===== config.mk =====
export PLATFORM = sky130hd
export DESIGN_NAME = circular_double_ended_queue_top
export DESIGN_NICKNAME = d
export VERILOG_FILES = /design/src/cdq_pkg.sv /design/src/cdq_cell.sv /design/src/cdq_chain.sv /design/src/circular_double_ended_queue_top.sv
export SDC_FILE = /design/constraint.sdc
export NUM_CORES = 1
export LEC_CHECK = 0
export ABC_AREA = 1
export BUFFER_PORTS_ARGS = -buffer_cell sky130_fd_sc_hd__buf_4
export CAP_MARGIN = 20
export CORE_UTILIZATION = 45
export CTS_BUF_LIST = sky130_fd_sc_hd__clkbuf_8
export DETAILED_ROUTE_END_ITERATION = 8
export PLACE_DENSITY = 0.67
export SLEW_MARGIN = 20
export SYNTH_ARGS = -nofsm -noshare
export SYNTH_HDL_FRONTEND = slang
export SYNTH_SLANG_ARGS = --single-unit

===== constraint.sdc =====
create_clock -name i_clk -period 7 [get_ports i_clk]
set_clock_uncertainty 0.05 [all_clocks]
set_input_delay 1.05 -clock i_clk [delete_from_list [all_inputs] [get_ports i_clk]]
set_output_delay 1.05 -clock i_clk [all_outputs]
set_load 0.01 [all_outputs]

===== src/cdq_pkg.sv =====
`timescale 1ns / 1ps
// ----------------------------------------------------------------------------
// cdq_pkg: shared types and constants for the circular deque
// Word width, default depth, operation and status codes, and the control
// and status bundles that pass between the deque chain and its controller.
// ----------------------------------------------------------------------------
package cdq_pkg;

    localparam int DATA_W    = 32;
    localparam int DEPTH_DEF = 8;

    // front/back value reported for an empty deque
    localparam logic signed [DATA_W-1:0] EMPTY_WORD = -32'sd1;

    // operation code of an input transaction
    typedef enum logic [1:0] {
        K_PUSH_FRONT = 2'd0,
        K_PUSH_BACK  = 2'd1,
        K_POP_FRONT  = 2'd2,
        K_POP_BACK   = 2'd3
    } t_kind;

    // result status
    typedef enum logic [1:0] {
        ST_DONE     = 2'd0,
        ST_OVERFLOW = 2'd1,
        ST_EMPTY    = 2'd2
    } t_status;

    // per-cycle command broadcast to every cell of the chain
    typedef enum logic [2:0] {
        C_HOLD      = 3'd0,
        C_SHIFT_IN  = 3'd1,   // every cell takes its front-side neighbor
        C_SHIFT_OUT = 3'd2,   // every cell takes its back-side neighbor
        C_APPEND    = 3'd3,   // first empty cell takes the value
        C_DROP_TAIL = 3'd4    // last occupied cell goes empty
    } t_cell_op;

    typedef struct packed {
        t_cell_op                 op;
        logic signed [DATA_W-1:0] value;
    } t_cell_ctl;

    // occupancy and end words of the chain
    typedef struct packed {
        logic signed [DATA_W-1:0] front;
        logic signed [DATA_W-1:0] back;
        logic                     empty;
        logic                     full;
    } t_chain_stat;

endpackage


===== src/cdq_cell.sv =====
`timescale 1ns / 1ps
// ----------------------------------------------------------------------------
// cdq_cell: one storage cell of the deque chain
// Holds one word and its occupied bit. Depending on the broadcast command
// it takes the word of a neighbor, appends the pushed word, or empties.
// ----------------------------------------------------------------------------
module cdq_cell (
    input  logic                               i_clk,
    input  logic                               i_rst_n,
    input  cdq_pkg::t_cell_ctl                 i_ctl,
    input  logic signed [cdq_pkg::DATA_W-1:0]  i_left_data,
    input  logic                               i_left_valid,
    input  logic signed [cdq_pkg::DATA_W-1:0]  i_right_data,
    input  logic                               i_right_valid,
    output logic signed [cdq_pkg::DATA_W-1:0]  o_data,
    output logic                               o_valid,
    output logic                               o_last
);
    import cdq_pkg::*;

    logic signed [DATA_W-1:0] r_data;
    logic signed [DATA_W-1:0] n_data;
    logic                     r_valid;
    logic                     n_valid;

    // next word and occupancy
    always_comb begin
        n_data  = r_data;
        n_valid = r_valid;
        case (i_ctl.op)
            C_SHIFT_IN: begin
                n_data  = i_left_data;
                n_valid = i_left_valid;
            end
            C_SHIFT_OUT: begin
                n_data  = i_right_data;
                n_valid = i_right_valid;
            end
            C_APPEND: begin
                // first free cell: front-side neighbor is occupied
                if (!r_valid && i_left_valid) begin
                    n_data  = i_ctl.value;
                    n_valid = 1'b1;
                end
            end
            C_DROP_TAIL: begin
                if (r_valid && !i_right_valid) begin
                    n_valid = 1'b0;
                end
            end
            default: begin
                n_data  = r_data;
                n_valid = r_valid;
            end
        endcase
    end

    always_ff @(posedge i_clk) begin
        if (!i_rst_n) begin
            r_valid <= 1'b0;
        end else begin
            r_valid <= n_valid;
        end
    end

    // payload, no reset
    always_ff @(posedge i_clk) begin
        r_data <= n_data;
    end

    assign o_data  = r_data;
    assign o_valid = r_valid;
    assign o_last  = r_valid && !i_right_valid;

endmodule


===== src/cdq_chain.sv =====
`timescale 1ns / 1ps
// ----------------------------------------------------------------------------
// cdq_chain: row of deque cells, front word in cell 0
// Occupied cells always form a contiguous run from cell 0. Reports the
// front word, the back word (selected by the one-hot tail marks), and the
// empty and full flags.
// ----------------------------------------------------------------------------
module cdq_chain #(
    parameter int DEPTH = cdq_pkg::DEPTH_DEF
) (
    input  logic                 i_clk,
    input  logic                 i_rst_n,
    input  cdq_pkg::t_cell_ctl   i_ctl,
    output cdq_pkg::t_chain_stat o_stat
);
    import cdq_pkg::*;

    logic signed [DATA_W-1:0] w_data [DEPTH];
    logic [DEPTH-1:0]         w_valid;
    logic [DEPTH-1:0]         w_last;
    logic signed [DATA_W-1:0] w_tail;

    genvar g;
    generate
        for (g = 0; g < DEPTH; g++) begin : g_cell
            logic signed [DATA_W-1:0] w_ld;
            logic                     w_lv;
            logic signed [DATA_W-1:0] w_rd;
            logic                     w_rv;

            // front end is fed by the pushed word, back end by an empty slot
            if (g == 0) begin : g_head
                assign w_ld = i_ctl.value;
                assign w_lv = 1'b1;
            end else begin : g_mid_l
                assign w_ld = w_data[g-1];
                assign w_lv = w_valid[g-1];
            end
            if (g == DEPTH - 1) begin : g_tail
                assign w_rd = '0;
                assign w_rv = 1'b0;
            end else begin : g_mid_r
                assign w_rd = w_data[g+1];
                assign w_rv = w_valid[g+1];
            end

            cdq_cell u_cell (
                .i_clk         (i_clk),
                .i_rst_n       (i_rst_n),
                .i_ctl         (i_ctl),
                .i_left_data   (w_ld),
                .i_left_valid  (w_lv),
                .i_right_data  (w_rd),
                .i_right_valid (w_rv),
                .o_data        (w_data[g]),
                .o_valid       (w_valid[g]),
                .o_last        (w_last[g])
            );
        end
    endgenerate

    // back word: AND-OR select on the one-hot tail mark
    always_comb begin
        w_tail = '0;
        for (int i = 0; i < DEPTH; i++) begin
            w_tail = w_tail | (w_data[i] & {DATA_W{w_last[i]}});
        end
    end

    assign o_stat.front = w_data[0];
    assign o_stat.back  = w_tail;
    assign o_stat.empty = !w_valid[0];
    assign o_stat.full  = w_valid[DEPTH-1];

endmodule


===== src/circular_double_ended_queue_top.sv =====
`timescale 1ns / 1ps
// ----------------------------------------------------------------------------
// circular_double_ended_queue_top: double-ended queue of signed words
//
// Input channel (i_valid / o_stall): one transaction per operation, kind
// 0 push front, 1 push back, 2 pop front, 3 pop back, with the word to push.
// Output channel (o_valid / i_stall): exactly one result per operation, in
// order: popped word (zero unless a pop succeeded), status (done, overflow,
// empty), front and back words afterwards (all ones when empty), and the
// empty and full flags afterwards.
// One operation per cycle is taken while the output side drains; the row
// of cells updates in the accept cycle, and the end words are sampled from
// it as the operation moves from stage 1 into the result register.
// The back word comes through a one-hot select across all DEPTH cells.
// Reset (synchronous, active low) empties the deque and drops any result
// in flight. A stalled receiver holds the result register; one further
// operation is held in the middle stage, after which o_stall rises.
// ----------------------------------------------------------------------------
module circular_double_ended_queue_top #(
    parameter int DEPTH = cdq_pkg::DEPTH_DEF
) (
    input  logic                               i_clk,
    input  logic                               i_rst_n,
    input  logic                               i_valid,
    output logic                               o_stall,
    input  logic [1:0]                         i_kind,
    input  logic signed [cdq_pkg::DATA_W-1:0]  i_push_value,
    output logic                               o_valid,
    input  logic                               i_stall,
    output logic signed [cdq_pkg::DATA_W-1:0]  o_popped_value,
    output logic [1:0]                         o_status,
    output logic signed [cdq_pkg::DATA_W-1:0]  o_front_value,
    output logic signed [cdq_pkg::DATA_W-1:0]  o_back_value,
    output logic                               o_is_empty,
    output logic                               o_is_full
);
    import cdq_pkg::*;

    t_cell_ctl                w_ctl;
    t_chain_stat              w_stat;
    logic                     w_accept;
    logic                     w_s2_load;
    logic signed [DATA_W-1:0] w_popped;
    t_status                  w_status;

    // stage 1: outcome of the accepted operation
    logic                     r_s1_valid;
    logic                     n_s1_valid;
    logic signed [DATA_W-1:0] r_s1_popped;
    t_status                  r_s1_status;

    // stage 2: result register
    logic                     r_out_valid;
    logic                     n_out_valid;
    logic signed [DATA_W-1:0] r_out_popped;
    t_status                  r_out_status;
    logic signed [DATA_W-1:0] r_out_front;
    logic signed [DATA_W-1:0] r_out_back;
    logic                     r_out_empty;
    logic                     r_out_full;

    cdq_chain #(
        .DEPTH (DEPTH)
    ) u_chain (
        .i_clk   (i_clk),
        .i_rst_n (i_rst_n),
        .i_ctl   (w_ctl),
        .o_stat  (w_stat)
    );

    // handshake
    assign w_s2_load = r_s1_valid && (!r_out_valid || !i_stall);
    assign o_stall   = r_s1_valid && !w_s2_load;
    assign w_accept  = i_valid && !o_stall;

    // operation decode against the current occupancy
    always_comb begin
        w_ctl.op    = C_HOLD;
        w_ctl.value = i_push_value;
        w_popped    = '0;
        w_status    = ST_DONE;
        case (t_kind'(i_kind))
            K_PUSH_FRONT: begin
                if (w_stat.full) begin
                    w_status = ST_OVERFLOW;
                end else begin
                    w_ctl.op = C_SHIFT_IN;
                end
            end
            K_PUSH_BACK: begin
                if (w_stat.full) begin
                    w_status = ST_OVERFLOW;
                end else begin
                    w_ctl.op = C_APPEND;
                end
            end
            K_POP_FRONT: begin
                if (w_stat.empty) begin
                    w_status = ST_EMPTY;
                end else begin
                    w_ctl.op = C_SHIFT_OUT;
                    w_popped = w_stat.front;
                end
            end
            K_POP_BACK: begin
                if (w_stat.empty) begin
                    w_status = ST_EMPTY;
                end else begin
                    w_ctl.op = C_DROP_TAIL;
                    w_popped = w_stat.back;
                end
            end
            default: begin
                w_status = ST_DONE;
            end
        endcase
        if (!w_accept) begin
            w_ctl.op = C_HOLD;
        end
    end

    // stage valid bits
    always_comb begin
        n_s1_valid = r_s1_valid;
        if (w_accept) begin
            n_s1_valid = 1'b1;
        end else if (w_s2_load) begin
            n_s1_valid = 1'b0;
        end
        n_out_valid = r_out_valid;
        if (w_s2_load) begin
            n_out_valid = 1'b1;
        end else if (!i_stall) begin
            n_out_valid = 1'b0;
        end
    end

    always_ff @(posedge i_clk) begin
        if (!i_rst_n) begin
            r_s1_valid  <= 1'b0;
            r_out_valid <= 1'b0;
        end else begin
            r_s1_valid  <= n_s1_valid;
            r_out_valid <= n_out_valid;
        end
    end

    // payload; chain state sampled here reflects the operation in stage 1
    always_ff @(posedge i_clk) begin
        if (w_accept) begin
            r_s1_popped <= w_popped;
            r_s1_status <= w_status;
        end
        if (w_s2_load) begin
            r_out_popped <= r_s1_popped;
            r_out_status <= r_s1_status;
            r_out_front  <= w_stat.empty ? EMPTY_WORD : w_stat.front;
            r_out_back   <= w_stat.empty ? EMPTY_WORD : w_stat.back;
            r_out_empty  <= w_stat.empty;
            r_out_full   <= w_stat.full;
        end
    end

    assign o_valid        = r_out_valid;
    assign o_popped_value = r_out_popped;
    assign o_status       = r_out_status;
    assign o_front_value  = r_out_front;
    assign o_back_value   = r_out_back;
    assign o_is_empty     = r_out_empty;
    assign o_is_full      = r_out_full;

    // a refused push always reports a full deque
    a_overflow_full: assert property (@(posedge i_clk) disable iff (!i_rst_n)
        (o_valid && o_status == ST_OVERFLOW) |-> o_is_full)
        else $error("overflow reported while not full");

    // a refused pop always reports an empty deque
    a_underflow_empty: assert property (@(posedge i_clk) disable iff (!i_rst_n)
        (o_valid && o_status == ST_EMPTY) |-> (o_is_empty && o_popped_value == '0))
        else $error("empty status with data or occupancy");

    // empty deque shows all-ones end words
    a_empty_ends: assert property (@(posedge i_clk) disable iff (!i_rst_n)
        (o_valid && o_is_empty) |->
            (o_front_value == EMPTY_WORD && o_back_value == EMPTY_WORD && !o_is_full))
        else $error("empty deque with bad end words");

    // chain never reports full and empty together
    a_chain_flags: assert property (@(posedge i_clk) disable iff (!i_rst_n)
        !(w_stat.empty && w_stat.full))
        else $error("chain both empty and full");

    // a push taken on an empty deque leaves exactly that word at both ends
    a_first_push: assert property (@(posedge i_clk) disable iff (!i_rst_n)
        (w_accept && w_stat.empty && !i_kind[1]) |=>
            (!w_stat.empty && w_stat.front == $past(i_push_value)
             && w_stat.back == $past(i_push_value)))
        else $error("first push not at both ends");

endmodule


==> results of run 1 <==
## cells in the mapped netlist (all sizes together)
master | count | area [um2]
o2111ai | 1 | 8.76
dfxtp | 10 | 200
nand4 | 6 | 37.5
a21oi | 13 | 65.1
o221ai | 161 | 1460
clkbuf | 53 | 199
edfxtp | 390 | 11700
o31ai | 32 | 240
inv | 244 | 918
buf | 47 | 327
o21ai | 104 | 520
o211ai | 31 | 233
o22ai | 97 | 607
nand2 | 264 | 1000
nor2 | 84 | 358
nand3 | 49 | 255
## kinds of logic after synthesis
logic type / count (synthesis)
AO/OA/AOI/OAI: 439
AND/OR/NAND/NOR: 403
flip-flops: 400
buffers and inverters: 344
## flip-flops by register name, summed over array words and instances (netlist names)
register                       flops
o_back_value                      32
o_status                           2
o_is_full                          1
r_s1_valid                         1
r_s1_popped                       32
u_chain.g_cell.u_cell.o_data     256
o_valid                            1
o_popped_value                    32
u_chain.g_cell.u_cell.o_valid      8
r_s1_status                        2
o_is_empty                         1
o_front_value                     32
## final cells by class
type | instances | share of cell area (%)
timing repair buffer | 161 | 5.94
tap | 525 | 3.17
multi-input combinational | 842 | 23.7
clock inverter | 52 | 1.16
sequential | 400 | 57.5
clock buffer | 62 | 4.11
inverter | 244 | 4.46
## critical path, delay by kind of cell (launching register included)
kind	cells	cell delay, ns
AND/OR/NAND/NOR	5	0.81
flip-flops	1	0.99
AO/OA/AOI/OAI	1	0.23
buffers and inverters	2	1.31
## metrics by stage
stage          hold WS [ns]  utilization [%]  cells  instance area, um2  setup slack, ns
2_1_floorplan         0.350                -   1586               18100            0.586
3_3_place_gp          0.352             49.4   2171               19600             2.51
3_5_place_dp          0.355             49.4   2171               19600             2.42
4_1_cts               0.352             52.1   2285               20700             2.92
5_1_grt               0.365             52.2   2286               20700             2.96
6_report              0.351             52.2   2286               20700             3.19
## routing by layer
| metal | part of all wire [%] | global-route usage (%) | wire (um) |
|---|---|---|---|
| met3 | 8.2 | 3.53 | 3970 |
| met4 | 2.4 | 7.47 | 1170 |
| met5 | 0 | 0 | 0 |
| met2 | 48 | 37.2 | 23200 |
| met1 | 42 | 32.9 | 20200 |
## path summary, 6_finish.rpt
| path | start | endpoint | slack (ns) | depth (start not counted) |
|---|---|---|---|---|
| max | u_chain.g_cell[7].u_cell.o_valid | u_chain.g_cell[2].u_cell.o_data[20] | 3.19 | 8 |
| min | r_s1_popped[14] | o_popped_value[14] | 0.35 | 0 |
| min reg2reg | r_s1_popped[14] | o_popped_value[14] | 0.35 | 0 |
| max reg2reg | u_chain.g_cell[7].u_cell.o_valid | u_chain.g_cell[2].u_cell.o_data[20] | 3.19 | 8 |
## report_power, final
| group | total [W] | internal [W] | switching, W |
|---|---|---|---|
| Combinational | 0.000793 | 0.000242 | 0.000551 |
| Clock | 0.00177 | 0.000861 | 0.000914 |
| Sequential | 0.00292 | 0.00286 | 0.0000584 |
==> impl_metrics.env, run 1 <==
export IMPL_run_status="finished, final reports clean"
export IMPL_grt_usage_pct=23.3
export IMPL_endpoint_kind="flop"
export IMPL_post_drt_wl_per_cell_um=21.2
export IMPL_post_cts_buffers=0
export IMPL_start_util_pct=45.7
export IMPL_cts_hold_buffers=0
export IMPL_synth_top_family_by_area="compound AO/OA/AOI/OAI gates"
export IMPL_wl_mm=48.5
export IMPL_clk_insertion_delay_late_ns=0.63
export IMPL_row_count=73
export IMPL_root_buffer="clkbuf_8"
export IMPL_synth_compound_area_share_pct=17.3
export IMPL_yosys_area_share_simple_pct=9.12
export IMPL_grt_pass1_vias=13000
export IMPL_synth_net_count=1624
export IMPL_ant_nets=0
export IMPL_crit_required_ns=7.28
export IMPL_slowest_delay_ns=0.99
export IMPL_syn_avg_cell_area_um2=11.4
export IMPL_yosysWarnings=0
export IMPL_synth_xor_area_share_pct=0
export IMPL_die_y_um=203
export IMPL_synth_area_mux_share_pct=0
export IMPL_critPathArrivalTime_ns=4.09
export IMPL_io_buffers=139
export IMPL_ir_worst_vdd_v=0.000133
export IMPL_ys_seq_area_share_pct=65.7
export IMPL_die_x_um=203
export IMPL_cp_start_kind="flop"
export IMPL_grt_max_degree=120
export IMPL_overflow=0
export IMPL_crit_fanout=119
export IMPL_synth_distinct_cells=28
export IMPL_area_growth_pct=14.3
export IMPL_clk_path_buf_depth=3
export IMPL_layout_commonest_cell="edfxtp_1"
export IMPL_final_layout_size_suffix_gt1_share_pct=15.4
export IMPL_cp_slowest_cell="dfxtp_2"
export IMPL_drv_cap=0
export IMPL_seq_area_um2=11900
export IMPL_p_leak_nw=7.87
export IMPL_vias=13400
export IMPL_cts_clk_slew_worst_paths_ns=0.07
export IMPL_p_per_area_nw_per_um2=265
export IMPL_viasPerCell=5.88
export IMPL_setup_viol=0
export IMPL_fin_crit_sh_pct=54.4
export IMPL_ctsResizeCount=0
export IMPL_layout_common_cells="edfxtp_1 (390), inv_1 (256), nand2_1 (254)"
export IMPL_gp_congestion=0.830
export IMPL_cts_tree="done"
export IMPL_drt_initial_drc_count=1641
export IMPL_postSynthCellCount=1586
export IMPL_synthAdderAreaFrac_pct=0
export IMPL_hold_viol=0
export IMPL_num_fill_cells=3447
export IMPL_finalPower_w=0.00549
export IMPL_drcViolationCount=0
export IMPL_cts_buffers=61
export IMPL_dr_pass1_iters=5
export IMPL_cts_htree_levels=2
export IMPL_coreArea_um2=39700
export IMPL_worstPathCellList="nor2_8 -> nand2_2 -> nand2_2 -> nand2_4 -> nor2_8 -> inv_6 -> buf_6 -> o221ai_1"
export IMPL_ios=140
export IMPL_min_period_ns=3.81
export IMPL_syn_area_um2=18100
export IMPL_nNetsFinal=1748
export IMPL_fp_dieArea_um2=41100
export IMPL_tightestPinTransition_ns=1.19
export IMPL_cts_sinks=400
export IMPL_grt_first_pass_wirelength_mm=74.3
export IMPL_antenna_found_initial=0
export IMPL_slew_headroom_pct=20.1
export IMPL_setup_tns_ns=0
export IMPL_multiInputGateArea_um2=4910
export IMPL_fmaxAchievable_ghz=0.263
export IMPL_hp_class="reg2reg"
export IMPL_grt_setup_unrepaired="false"
export IMPL_maxSlewViolCount=0
export IMPL_detailed_place_hpwl_mm=27.9
export IMPL_synth_ff_latch_count=400
export IMPL_n_antenna_cell=0
export IMPL_crit_type="reg2reg"
Note: power is estimated with default switching activity, not from simulation.
==> inputs of run 2 (changes only) <==
--- a/config.mk
+++ b/config.mk
@@ -11,7 +11,7 @@
 export CORE_UTILIZATION = 45
 export CTS_BUF_LIST = sky130_fd_sc_hd__clkbuf_8
 export DETAILED_ROUTE_END_ITERATION = 8
-export PLACE_DENSITY = 0.67
+export PLACE_DENSITY = 0.69
 export SLEW_MARGIN = 20
 export SYNTH_ARGS = -nofsm -noshare
 export SYNTH_HDL_FRONTEND = slang
==> constraint.sdc (replaced) <==
create_clock -name i_clk -period 3.16 [get_ports i_clk]
set_clock_uncertainty 0.05 [all_clocks]
set_input_delay 0.474 -clock i_clk [delete_from_list [all_inputs] [get_ports i_clk]]
set_output_delay 0.474 -clock i_clk [all_outputs]
set_load 0.01 [all_outputs]
==> run 2 against run 1 <==
Against the previous run: via count increased by 2.9%; total power increased by 130%; non-clock buffer count increased by 27; utilization increased by 0.93 points; sequential power increased by 120%; register-to-register slack got worse by 2.5 ns; hold slack got worse by 0.23 ns; global-route usage increased by 1.1 points; cell count increased by 1.1%; critical path depth decreased by 1; first-iteration DRC count increased by 5.5%; critical endpoint is now u_chain.g_cell[2].u_cell.o_data[25].
==> impl_metrics.env, run 2 (synthesis results as in run 1) <==
export IMPL_hp_class="in2reg"
export IMPL_crit_top_cell="nand2_2"
export IMPL_gp_congestion=0.848
export IMPL_seq_area_um2=11900
export IMPL_multiInputGateArea_um2=4910
export IMPL_fp_dieArea_um2=41100
export IMPL_hp_start="i_push_value[2]"
export IMPL_finalPower_w=0.0125
export IMPL_crit_fanout=19
export IMPL_start_util_pct=45.7
export IMPL_slew_headroom_pct=33.4
export IMPL_switching_share_pct=27.6
export IMPL_ant_nets=0
export IMPL_p_leak_nw=8.09
export IMPL_drcViolationCount=0
export IMPL_crit_type="reg2reg"
export IMPL_cp_slowest_cell="a21oi_4"
export IMPL_setup_tns_ns=0
export IMPL_grt_usage_pct=24.4
export IMPL_n_antenna_cell=0
export IMPL_num_fill_cells=3343
export IMPL_root_buffer="clkbuf_8"
export IMPL_dpl_cell_area_um2=19900
export IMPL_clk_path_buf_depth=3
export IMPL_vias=13800
export IMPL_cp_start_kind="flop"
export IMPL_hold_viol=0
export IMPL_ios=140
export IMPL_grt_first_pass_wirelength_mm=76.9
export IMPL_p_int_w=0.00907
export IMPL_ir_worst_vdd_v=0.000307
export IMPL_min_period_ns=2.52
export IMPL_setup_viol=0
export IMPL_critPathArrivalTime_ns=2.76
export IMPL_crit_required_ns=3.41
export IMPL_viasPerCell=5.98
export IMPL_hold_depth=3
export IMPL_detailed_place_hpwl_mm=29.6
export IMPL_fmaxAchievable_ghz=0.398
export IMPL_post_cts_buffers=0
export IMPL_largest_reg_flops=256
export IMPL_seqPwrFrac_pct=51.6
export IMPL_run_status="finished, final reports clean"
export IMPL_maxSlewViolCount=0
export IMPL_io_buffers=139
export IMPL_r2r_cells=7
export IMPL_grt_setup_unrepaired="false"
export IMPL_drv_cap=0
export IMPL_layout_commonest_cell="edfxtp_1"
export IMPL_reg2reg_to="u_chain.g_cell[2].u_cell.o_data[25]"
export IMPL_cts_tree="done"
export IMPL_cts_buffers=66
export IMPL_p_sw_w=0.00345
export IMPL_wl_mm=50.7
export IMPL_area_growth_pct=16.3
export IMPL_cts_htree_levels=3
export IMPL_grt_max_degree=73
export IMPL_endpoint_kind="flop"
export IMPL_combPwrFrac_pct=14.7
export IMPL_layout_common_cells="edfxtp_1 (390), inv_1 (261), nand2_1 (254)"
export IMPL_die_y_um=203
export IMPL_r2r_start="u_chain.g_cell[7].u_cell.o_valid"
export IMPL_coreArea_um2=39700
export IMPL_clk_insertion_delay_late_ns=0.61
export IMPL_whs_ns=0.119
export IMPL_dr_pass1_iters=8
export IMPL_tightestPinTransition_ns=0.997
export IMPL_drt_initial_drc_count=1731
export IMPL_cts_sinks=400
export IMPL_die_x_um=203
export IMPL_final_cell_area_um2=21100
export IMPL_hold_end="u_chain.g_cell[0].u_cell.o_data[2]"
export IMPL_worstPathCellList="nor2_8 -> nand2_2 -> nand2_2 -> o21ai_1 -> buf_12 -> a21oi_4 -> buf_4"
export IMPL_cts_clk_slew_worst_paths_ns=0.06
export IMPL_slowest_delay_ns=0.76
export IMPL_row_count=73
export IMPL_fin_crit_sh_pct=79.6
export IMPL_nNetsFinal=1780
export IMPL_grt_pass1_vias=13400
export IMPL_p_per_area_nw_per_um2=593
export IMPL_cts_hold_buffers=0
export IMPL_clockPowerShare_pct=33.7
export IMPL_final_layout_size_suffix_gt1_share_pct=17.2
export IMPL_post_drt_wl_per_cell_um=21.9
export IMPL_rrSetupSlack_ns=0.64
export IMPL_ctsResizeCount=0
export IMPL_antenna_found_initial=0
export IMPL_overflow=0
==> run 2: changes by cell type in the layout (fill, tap and decap cells not counted), sizes merged <==
cell and delta:
clkbuf +9, buf +27, clkinv -20, inv +7, clkinvlp +2
==> run 2: how the worst max path moves through the flow <==
stage / startpoint / end / slack (ns) / cells after the start
finish: u_chain.g_cell[7].u_cell.o_valid / u_chain.g_cell[2].u_cell.o_data[25] / 0.64 / 7
global route: u_chain.g_cell[7].u_cell.o_valid / u_chain.g_cell[5].u_cell.o_data[9] / 0.54 / 7
CTS: u_chain.g_cell[7].u_cell.o_valid / u_chain.g_cell[2].u_cell.o_data[27] / 0.65 / 7
detailed placement: i_kind[1] / u_chain.g_cell[2].u_cell.o_data[25] / 0.38 / 8
global placement: i_kind[1] / u_chain.g_cell[5].u_cell.o_data[10] / 0.38 / 8
floorplan: i_stall / u_chain.g_cell[0].u_cell.o_data[0] / -0.52 / 5
==> run 2: per-layer routing <==
layer / GRT usage [%] / share of wire [%] / vias up / wire length [um]
li1: - / - / 6192 / -
met1: 32.8 / 40 / 6701 / 20200
met2: 39.2 / 48 / 814 / 24200
met3: 4.72 / 9.4 / 119 / 4760
met4: 9.45 / 2.9 / 0 / 1490
met5: 0 / 0 / - / 0
==> run 2: layout make-up <==
type                       count  share of cell area (%)
clock inverter                41                   0.990
tap                          525                    3.11
sequential                   400                    56.5
clock buffer                  71                    4.63
inverter                     244                    4.39
timing repair buffer         188                    7.16
multi-input combinational    842                    23.3
==> run 2: metrics by stage <==
stage	utilization (%)	cells	setup WS [ns]
after floorplan	-	1586	-0.516
after detailed placement	50.1	2199	0.378
after CTS	53.1	2311	0.648
after global routing	53.1	2311	0.540
after global placement	50.1	2199	0.377
final	53.1	2311	0.645
==> run 2: critical path: cells and delay by family (launching register included) <==
kind	cells	cell delay (ns)
compound gates	2	0.88
buf+inv	2	0.53
simple gates	3	0.43
flops	1	0.35
==> run 2: power by group through the flow <==
stage | clock network (W) | logic, W | registers [W]
6_report | 0.00422 | 0.00185 | 0.00646
5_1_grt | 0.00451 | 0.00199 | 0.00649
4_1_cts | 0.00429 | 0.00182 | 0.00646
3_5_place_dp | 0 | 0.00181 | 0.00656
3_3_place_gp | 0 | 0.00177 | 0.00656
2_1_floorplan | 0 | 0.00109 | 0.00658
==> inputs of run 3 (changes only) <==
==> constraint.sdc (replaced) <==
create_clock -name i_clk -period 2.3 [get_ports i_clk]
set_clock_uncertainty 0.05 [all_clocks]
set_input_delay 0.345 -clock i_clk [delete_from_list [all_inputs] [get_ports i_clk]]
set_output_delay 0.345 -clock i_clk [all_outputs]
set_load 0.01 [all_outputs]
==> run 3 against run 2 <==
Against the previous run: utilization grew 2.0 points; critical path depth grew 3; routed wire length shrank 0.37%; sequential share of layout area shrank 2.1 points; cell area grew 3.8%; die area is the same; hold slack lost 0.089 ns.
==> impl_metrics.env, run 3 (synthesis results as in run 1) <==
export IMPL_detailed_place_hpwl_mm=31.2
export IMPL_seq_area_um2=11900
export IMPL_layout_common_cells="edfxtp_1 (390), inv_1 (261), nand2_1 (253)"
export IMPL_grt_usage_pct=24.7
export IMPL_post_place_ws_ns=-0.0272
export IMPL_rrSetupSlack_ns=0.13
export IMPL_critPathArrivalTime_ns=2.46
export IMPL_drt_initial_drc_count=1560
export IMPL_row_count=73
export IMPL_cts_sinks=400
export IMPL_layout_commonest_cell="edfxtp_1"
export IMPL_r2r_start="u_chain.g_cell[7].u_cell.o_valid"
export IMPL_slew_headroom_pct=49.1
export IMPL_crit_top_cell="buf_4"
export IMPL_maxSlewViolCount=0
export IMPL_grt_setup_unrepaired="false"
export IMPL_hold_end="r_s1_status[0]"
export IMPL_overflow=0
export IMPL_post_route_util_pct=55.1
export IMPL_num_fill_cells=3300
export IMPL_run_status="finished, final reports clean"
export IMPL_endpoint_kind="flop"
export IMPL_drcViolationCount=0
export IMPL_post_drt_wl_per_cell_um=21.3
export IMPL_root_buffer="clkbuf_8"
export IMPL_final_layout_size_suffix_gt1_share_pct=18.0
export IMPL_start_util_pct=45.7
export IMPL_cpLargestDelayFamily="buffers and inverters"
export IMPL_nNetsFinal=1830
export IMPL_setup_viol=0
export IMPL_cts_hold_buffers=35
export IMPL_area_growth_pct=20.8
export IMPL_fin_crit_sh_pct=94.9
export IMPL_ant_nets=0
export IMPL_path_buf_inv=5
export IMPL_antenna_found_initial=0
export IMPL_hp_start="i_kind[1]"
export IMPL_p_per_area_nw_per_um2=814
export IMPL_dpl_cell_area_um2=20300
export IMPL_cp_slowest_cell="dlygate4sd3_1"
export IMPL_n_antenna_cell=0
export IMPL_fp_dieArea_um2=41100
export IMPL_die_y_um=203
export IMPL_coreArea_um2=39700
export IMPL_cp_start_kind="input port"
export IMPL_vias=13900
export IMPL_setup_ws_ns=0.118
export IMPL_dr_pass1_iters=6
export IMPL_worstPathCellList="dlygate4sd3_1 -> buf_4 -> nand3_1 -> nand2_2 -> inv_6 -> nand2_8 -> nor2_4 -> buf_4 -> a21oi_4 -> buf_4"
export IMPL_hp_class="in2reg"
export IMPL_crit_type="in2reg"
export IMPL_tightestPinTransition_ns=0.763
export IMPL_die_x_um=203
export IMPL_post_cts_buffers=0
export IMPL_viasPerCell=5.86
export IMPL_io_buffers=139
export IMPL_p_leak_nw=8.42
export IMPL_cts_clk_slew_worst_paths_ns=0.06
export IMPL_final_cell_area_um2=21900
export IMPL_fmaxAchievable_ghz=0.458
export IMPL_grt_max_degree=72
export IMPL_cts_htree_levels=3
export IMPL_drv_cap=0
export IMPL_slowest_delay_ns=0.53
export IMPL_ctsResizeCount=0
export IMPL_wl_mm=50.5
export IMPL_hold_viol=0
export IMPL_gp_congestion=0.872
export IMPL_crit_fanout=20
export IMPL_clk_insertion_delay_late_ns=0.64
export IMPL_cts_tree="done"
export IMPL_grt_pass1_vias=13700
export IMPL_clk_path_buf_depth=3
export IMPL_min_period_ns=2.18
export IMPL_crit_required_ns=2.58
export IMPL_r2r_cells=7
export IMPL_ios=140
export IMPL_multiInputGateArea_um2=4930
export IMPL_ir_worst_vdd_v=0.000429
export IMPL_reg2reg_to="u_chain.g_cell[3].u_cell.o_data[9]"
export IMPL_grt_first_pass_wirelength_mm=78.0
export IMPL_hold_depth=2
export IMPL_cts_buffers=68
export IMPL_largest_reg_flops=256
==> run 3: worst max-delay path by stage <==
stage	slack [ns]	to	startpoint	cells after the start
after floorplan	-0.22	o_back_value[0]	o_valid	1
after global placement	0.04	u_chain.g_cell[1].u_cell.o_data[24]	i_kind[0]	7
after detailed placement	-0.03	u_chain.g_cell[1].u_cell.o_data[24]	i_kind[0]	7
after CTS	0.1	u_chain.g_cell[1].u_cell.o_data[0]	u_chain.g_cell[7].u_cell.o_valid	6
after global routing	0.01	u_chain.g_cell[3].u_cell.o_data[13]	i_stall	11
final	0.12	u_chain.g_cell[4].u_cell.o_data[9]	i_stall	10
==> run 3: where the power goes <==
part / total (W) / internal [W] / switching (W)
logic: 0.00269 / 0.000925 / 0.00177
registers: 0.00888 / 0.00871 / 0.000165
clock network: 0.00626 / 0.00333 / 0.00294
==> run 3: stage by stage <==
stage	std cells	power (W)	hold slack (ns)	setup TNS, ns
floorplan	1586	0.0106	0.350	-22.10
global placement	2212	0.0116	0.351	0
detailed placement	2212	0.0116	0.356	-0.410
CTS	2368	0.0179	0.00358	0
global route	2368	0.0186	0.0103	0
finish	2368	0.0178	0.0308	0
==> run 3: worst reg2reg max path, stage by stage, from the launching register on <==
cell	delay, ns
dfxtp_2	0.39
nor2_8	0.06
nand2_2	0.06
nand2_2	0.11
o21ai_2	0.62
buf_4	0.29
a21oi_4	0.04
buf_4	0.24
==> run 3: area by class of cell <==
cell class,count,share of cell area [%]
clock buffer,71,4.46
clock inverter,50,1.50
inverter,244,4.25
multi-input combinational,842,22.5
sequential,400,54.4
tap,525,3.00
timing repair buffer,236,9.91
==> run 3: layer usage <==
metal / part of all wire (%) / vias up / track usage (%)
met5: 0 / - / 0
met1: 40 / 6711 / 32.6
met4: 2.6 / 0 / 9.96
met2: 49 / 762 / 40.3
li1: - / 6297 / -
met3: 8.5 / 113 / 4.67
